File: config.mk
export PLATFORM = sky130hd
export DESIGN_NAME = gelk_sqrt_cell
export DESIGN_NICKNAME = d
export VERILOG_FILES = /design/src/gelk_sqrt_cell.sv
export SDC_FILE = /design/constraint.sdc
export NUM_CORES = 1
export LEC_CHECK = 0
export BUFFER_PORTS_ARGS = -buffer_cell sky130_fd_sc_hd__buf_2
export CAP_MARGIN = 20
export CORE_ASPECT_RATIO = 1.2
export CORE_MARGIN = 8
export CORE_UTILIZATION = 45
export DETAILED_ROUTE_END_ITERATION = 7
export GPL_ROUTABILITY_DRIVEN = 0
export PLACE_DENSITY = 0.72
export SLEW_MARGIN = 5
export SYNTH_ARGS = -nofsm -noshare
export SYNTH_HDL_FRONTEND = slang
export SYNTH_SLANG_ARGS = --single-unit
File: constraint.sdc
create_clock -name clk -period 5.08 [get_ports clk]
set_input_delay 1.016 -clock clk [delete_from_list [all_inputs] [get_ports clk]]
set_output_delay 1.016 -clock clk [all_outputs]
set_load 0.005 [all_outputs]
File: src/gelk_sqrt_cell.sv
// One digit step of the integer square root (bit pairs from the top down).
// Standalone cell; chained by the top level.
module gelk_sqrt_cell #(
  parameter int I = 0
) (
  input  logic        clk,
  input  logic [49:0] rem_in,
  input  logic [49:0] res_in,
  output logic [49:0] rem_out,
  output logic [49:0] res_out
);

  localparam logic [49:0] BIT = 50'd1 << (48 - 2 * I);

  logic [50:0] trial;
  logic        ge;

  assign trial = {1'b0, res_in} + {1'b0, BIT};
  assign ge    = {1'b0, rem_in} >= trial;

  always_ff @(posedge clk) begin
    rem_out <= ge ? 50'({1'b0, rem_in} - trial) : rem_in;
    res_out <= ge ? (res_in >> 1) + BIT : res_in >> 1;
  end

endmodule

==> Word level (Yosys, flattened, before mapping) <==
Cells that the tools add are included.
{ "word_totals": {"elab_cells": 9, "ff_bits": 100, "output_inout_bits": 100, "input_bits": 101} }
{ "op_classes": {"add_sub_neg": 3, "n_lt_le_gt_ge": 1, "n_mux": 2} }
{ "op_table": {"columns": ["operator", "n"], "rows": [
  ["adder 50 x 49 -> 51 bit, second input constant", 1],
  ["greater-or-equal comparator 50 x 51 -> 1 bit", 1],
  ["adder 49 x 49 -> 50 bit, second input constant", 1],
  ["2-to-1 mux 50 bit", 1],
  ["subtractor 50 bit", 1],
  ["2-to-1 mux 49 bit", 1]
]} }

==> Logic depth before layout (Yosys ltp) <==
{ "depth": {"depth_word": 3, "ltp_mapped": 14, "ltp_nobuf": 13} }

==> Worst setup path before layout <==
No wires, ideal clock.
{ "synth_timing": {"path_type": "in2reg", "from": "input port res_in[30]", "to": "register rem_out[10]", "arrival_time_ns": 3.390, "stages": 13, "path_buffers": 3, "setup_ns": 0.121, "path_slack_ns": 1.569, "required_ns": 4.959, "cell_sequence": "inv_1 -> ha_1 -> clkbuf_1 -> a21o_1 -> a31oi_1 -> a21oi_1 -> a211oi_1 -> a211oi_2 -> o21ai_2 -> and2_1 -> buf_6 -> buf_2 -> mux2_2"} }
{ "synth_via": {"elab_chain_cells": 3} }
{ "synth_rtl": {"columns": ["element", "line", "source"], "rows": [
  ["start, declared", "8", "input logic [49:0] res_in,"],
  ["adder 50 x 49 -> 51 bit", "18", "assign trial = {1'b0, res_in} + {1'b0, BIT};"],
  ["greater-or-equal comparator 50 x 51 -> 1 bit", "19", "assign ge = {1'b0, rem_in} >= trial;"],
  ["2-to-1 mux 50 bit", "22", "rem_out <= ge ? 50'({1'b0, rem_in} - trial) : rem_in;"],
  ["end signal, assigned", "22", null],
  ["end, declared", "9", "output logic [49:0] rem_out,"]
]} }
No other way between the ends.
A chain may end at the register's enable or synchronous reset.

==> Worst setup path in the final report <==
{ "layout_timing": {"from": "input port res_in[48]", "to": "register rem_out[47]"} }
The elaborated chain is that of the path after synthesis.

==> flow_metrics.py <==
metrics = {
    "global_route": {
        "grt_max_degree": 21,
        "grt_use_total_pct": 19.8,
        "grt_overflow_total": 0,
        "grt_pass1_wl_mm": 27.6,
        "via_count_of_the_first_global_routing_pass": 5768,
        "grt_antenna_before_repair": 0,
    },
    "worst_setup_path": {
        "worst-setup-path-type": "in -> reg",
        "arrival_ns": 4.34,
        "crit_required_ns": 5.31,
        "critical_path_peak_fanout": 20,
        "cell_at_the_slowest_stage_of_the_critical_path": "a2111o_1",
        "slowest_cell_delay_on_critical_path_ns": 0.43,
        "critPathCaptureType": "flop",
        "crit_path_cell_trace": "buf_2 > ha_1 > inv_1 > ha_1 > nor2b_1 > nand2_1 > nor4_1 > nand3_1 > o41ai_2 > a21oi_1 > buf_4 > and2_2 > buf_4 > a2111o_1",
        "worstSetupStartpointType": "input port",
    },
    "yosys": {
        "mappedNetlistArea_um2": 6030,
        "count_of_mapped_cells_out_of_synthesis": 700,
        "synth_ff_type": "dfxtp_1",
        "synth-warning-count": 0,
        "synth-async-reset-ratio_pct": 0,
        "ys_top_cells_by_area": "dfxtp_1 (33%), ha_1 (11%), mux2_2 (7.7%), a21oi_1 (4.9%), a21o_1 (4.9%)",
        "synth.most_common_cell": "dfxtp_1",
        "synthDistinctLibCells": 55,
        "synth-edff-count": 0,
        "post_synth_top_area_share_pct": 33.2,
        "synth_fp_nets": 853,
        "synth_seq_cells": 100,
        "synth_area_per_inst_um2": 8.62,
        "fraction_of_the_yosys_area_taken_by_sequential_cells_pct": 33.2,
        "yosys.area.top_type": "dfxtp_1",
        "synth.cells.most_frequent": "dfxtp_1 (100), inv_1 (65), a21oi_1 (59)",
    },
    "hold_path": {
        "worstHoldPathCells": 1,
        "hold_path_class": "in -> reg",
    },
    "route": {
        "highest-signal-layer": "met4",
        "met2WireLength_mm": 9.03,
        "wirelength_met1_mm": 6.72,
        "drt-wirelength-per-cell_um": 16.6,
        "dr.first_iter.drc_count": 315,
        "vias": 5692,
        "met3_wirelength_mm": 1.42,
        "wirelength_mm": 17.6,
        "average_via_count_per_standard_cell": 5.39,
        "ant_nets": 0,
        "remaining_drc_errors": 0,
        "router_iterations_before_antenna_repair": 4,
    },
    "outcome": {
        "status": "complete, no violations",
    },
    "sta": {
        "timing_worst_slew_pin_value_ns": 0.578,
        "grt_setup_unrepaired": "no",
        "final.setup.tns_ns": 0,
        "hold_viol": 0,
        "final-setup-viol-count": 0,
        "period_share_pct": 80.9,
        "min_period_ns": 4.11,
        "maxClockFrequency_mhz": 243,
        "maxSlewHeadroom_pct": 61.4,
        "final-max-slew-violation-count": 0,
    },
    "power_and_ir_drop": {
        "switching_power_mw": 0.694,
        "lkg_pwr_nw": 3.72,
        "seq_power_share_pct": 39.7,
        "power.share.clock_pct": 29.0,
        "part_of_the_total_power_dissipated_in_combinational_logic_pct": 31.4,
        "p_per_area_nw_per_um2": 306,
        "worst_ir_drop_vdd_mv": 0.175,
        "p_int_mw": 1.58,
        "swShare_pct": 30.6,
    },
    "layout": {
        "post_route_cells_drive_above_1_share_pct": 30.0,
        "antenna_cells": 0,
        "final_core_utilization_pct": 56.3,
        "fin_nets": 1039,
        "area_added_between_synthesis_and_finish_pct": 22.9,
        "fill_cell_count": 1266,
    },
    "floorplanning": {
        "initial_core_util_pct": 45.8,
        "design.portCount": 201,
        "core_footprint_um2": 13200,
        "design.die.area_um2": 17400,
        "die-width_um": 122,
        "rows": 46,
        "chip_height_um": 143,
    },
    "clocking": {
        "tritoncts_clock_tree": "yes",
        "cts_resized": 0,
        "cts_hold_fix_bufs": 0,
        "cts.sink_count": 100,
        "register_clock_pin_slew_on_the_reported_worst_setup_and_hold_paths_ns": 0.06,
        "numCtsBuffers": 9,
        "clock_path_buffers": 2,
        "h_tree_levels": 3,
        "cts.root.buffer_cell": "clkbuf_16",
        "postCtsSetupRepairBufs": 0,
    },
    "job": {
        "drv_cap": 0,
    },
    "placed_design": {
        "placement.io_buffers": 200,
        "hpwl_mm": 14.6,
    },
}
[power by group through the flow]
| stage | clock (mW) | combinational (mW) | sequential (mW) |
|---|---|---|---|
| 3_5_place_dp | 0 | 0.711 | 0.918 |
| 3_3_place_gp | 0 | 0.703 | 0.917 |
| 4_1_cts | 0.674 | 0.716 | 0.901 |
| 6_report | 0.657 | 0.712 | 0.900 |
| 5_1_grt | 0.710 | 0.786 | 0.910 |
| 2_1_floorplan | 0 | 0.441 | 0.935 |
[cells by family (layout without fill, tap and decap cells)]
kind of cell | count (synthesis) | in the layout | share of synthesized area (%)
muxes | 44 | 44 | 8.15
AOI/OAI and AO/OA | 193 | 193 | 21.0
xor gates and xnor gates | 39 | 39 | 5.66
and+or+nand+nor | 178 | 178 | 14.7
adders and majority gates | 52 | 52 | 10.9
DFF | 100 | 100 | 33.2
buffers and inverters | 94 | 283 | 6.33
[state kept, by name, indices dropped and copies added, names as in the netlist]
signal,cells
res_out,50
rem_out,50
[area by class of cell]
| cell class | count | area, µm² | area share, % |
|---|---|---|---|
| clock buffers | 13 | 270 | 3.64 |
| clock inverters | 1 | 7.51 | 0.101 |
| inverters | 65 | 244 | 3.29 |
| multi-input cells | 506 | 3650 | 49.2 |
| flip-flops and latches | 100 | 2000 | 27.0 |
| well taps | 168 | 210 | 2.83 |
| repair buffers | 204 | 1030 | 13.9 |
[through the flow]
| stage | hold slack [ns] | cell area, µm² | std cells | power [mW] | setup WS, ns |
|---|---|---|---|---|---|
| after CTS | 0.755 | 7410 | 1057 | 2.29 | 0.945 |
| after global routing | 0.757 | 7410 | 1057 | 2.41 | 0.743 |
| final | 0.771 | 7410 | 1057 | 2.27 | 0.971 |
| after global placement | 1.13 | 7140 | 1043 | 1.62 | 0.565 |
| after floorplan | 1.04 | 6030 | 700 | 1.38 | 1.57 |
| after detailed placement | 1.13 | 7140 | 1043 | 1.63 | 0.561 |
[per-layer routing]
metal	vias up	track usage [%]
met5	-	0
met4	0	7.03
met1	2630	20.6
met2	180	36.3
met3	32	6.16
li1	2850	-
[final timing paths]
path,startpoint,endpoint,slack [ns]
min,res_in[39],res_out[38],0.77
max,res_in[48],rem_out[47],0.97
[cell usage in the layout, fill, tap and decap left out, types with 39 or more instances in the layout]
master and count:
a21oi_1 59, inv_1 65, buf_2 200, nor2_1 43, dfxtp_1 100, a21o_1 39
ha_1 51, mux2_2 41, nand2_1 41
[critical path, delay by kind of cell]
family                   cells  cell delay, ns
adder cells (fa/ha/maj)      2            0.61
AO/OA/AOI/OAI                3            0.82
buffers and inverters        4            0.62
AND/OR/NAND/NOR              5            1.25
No activity file was read; power rests on OpenSTA's default activity.
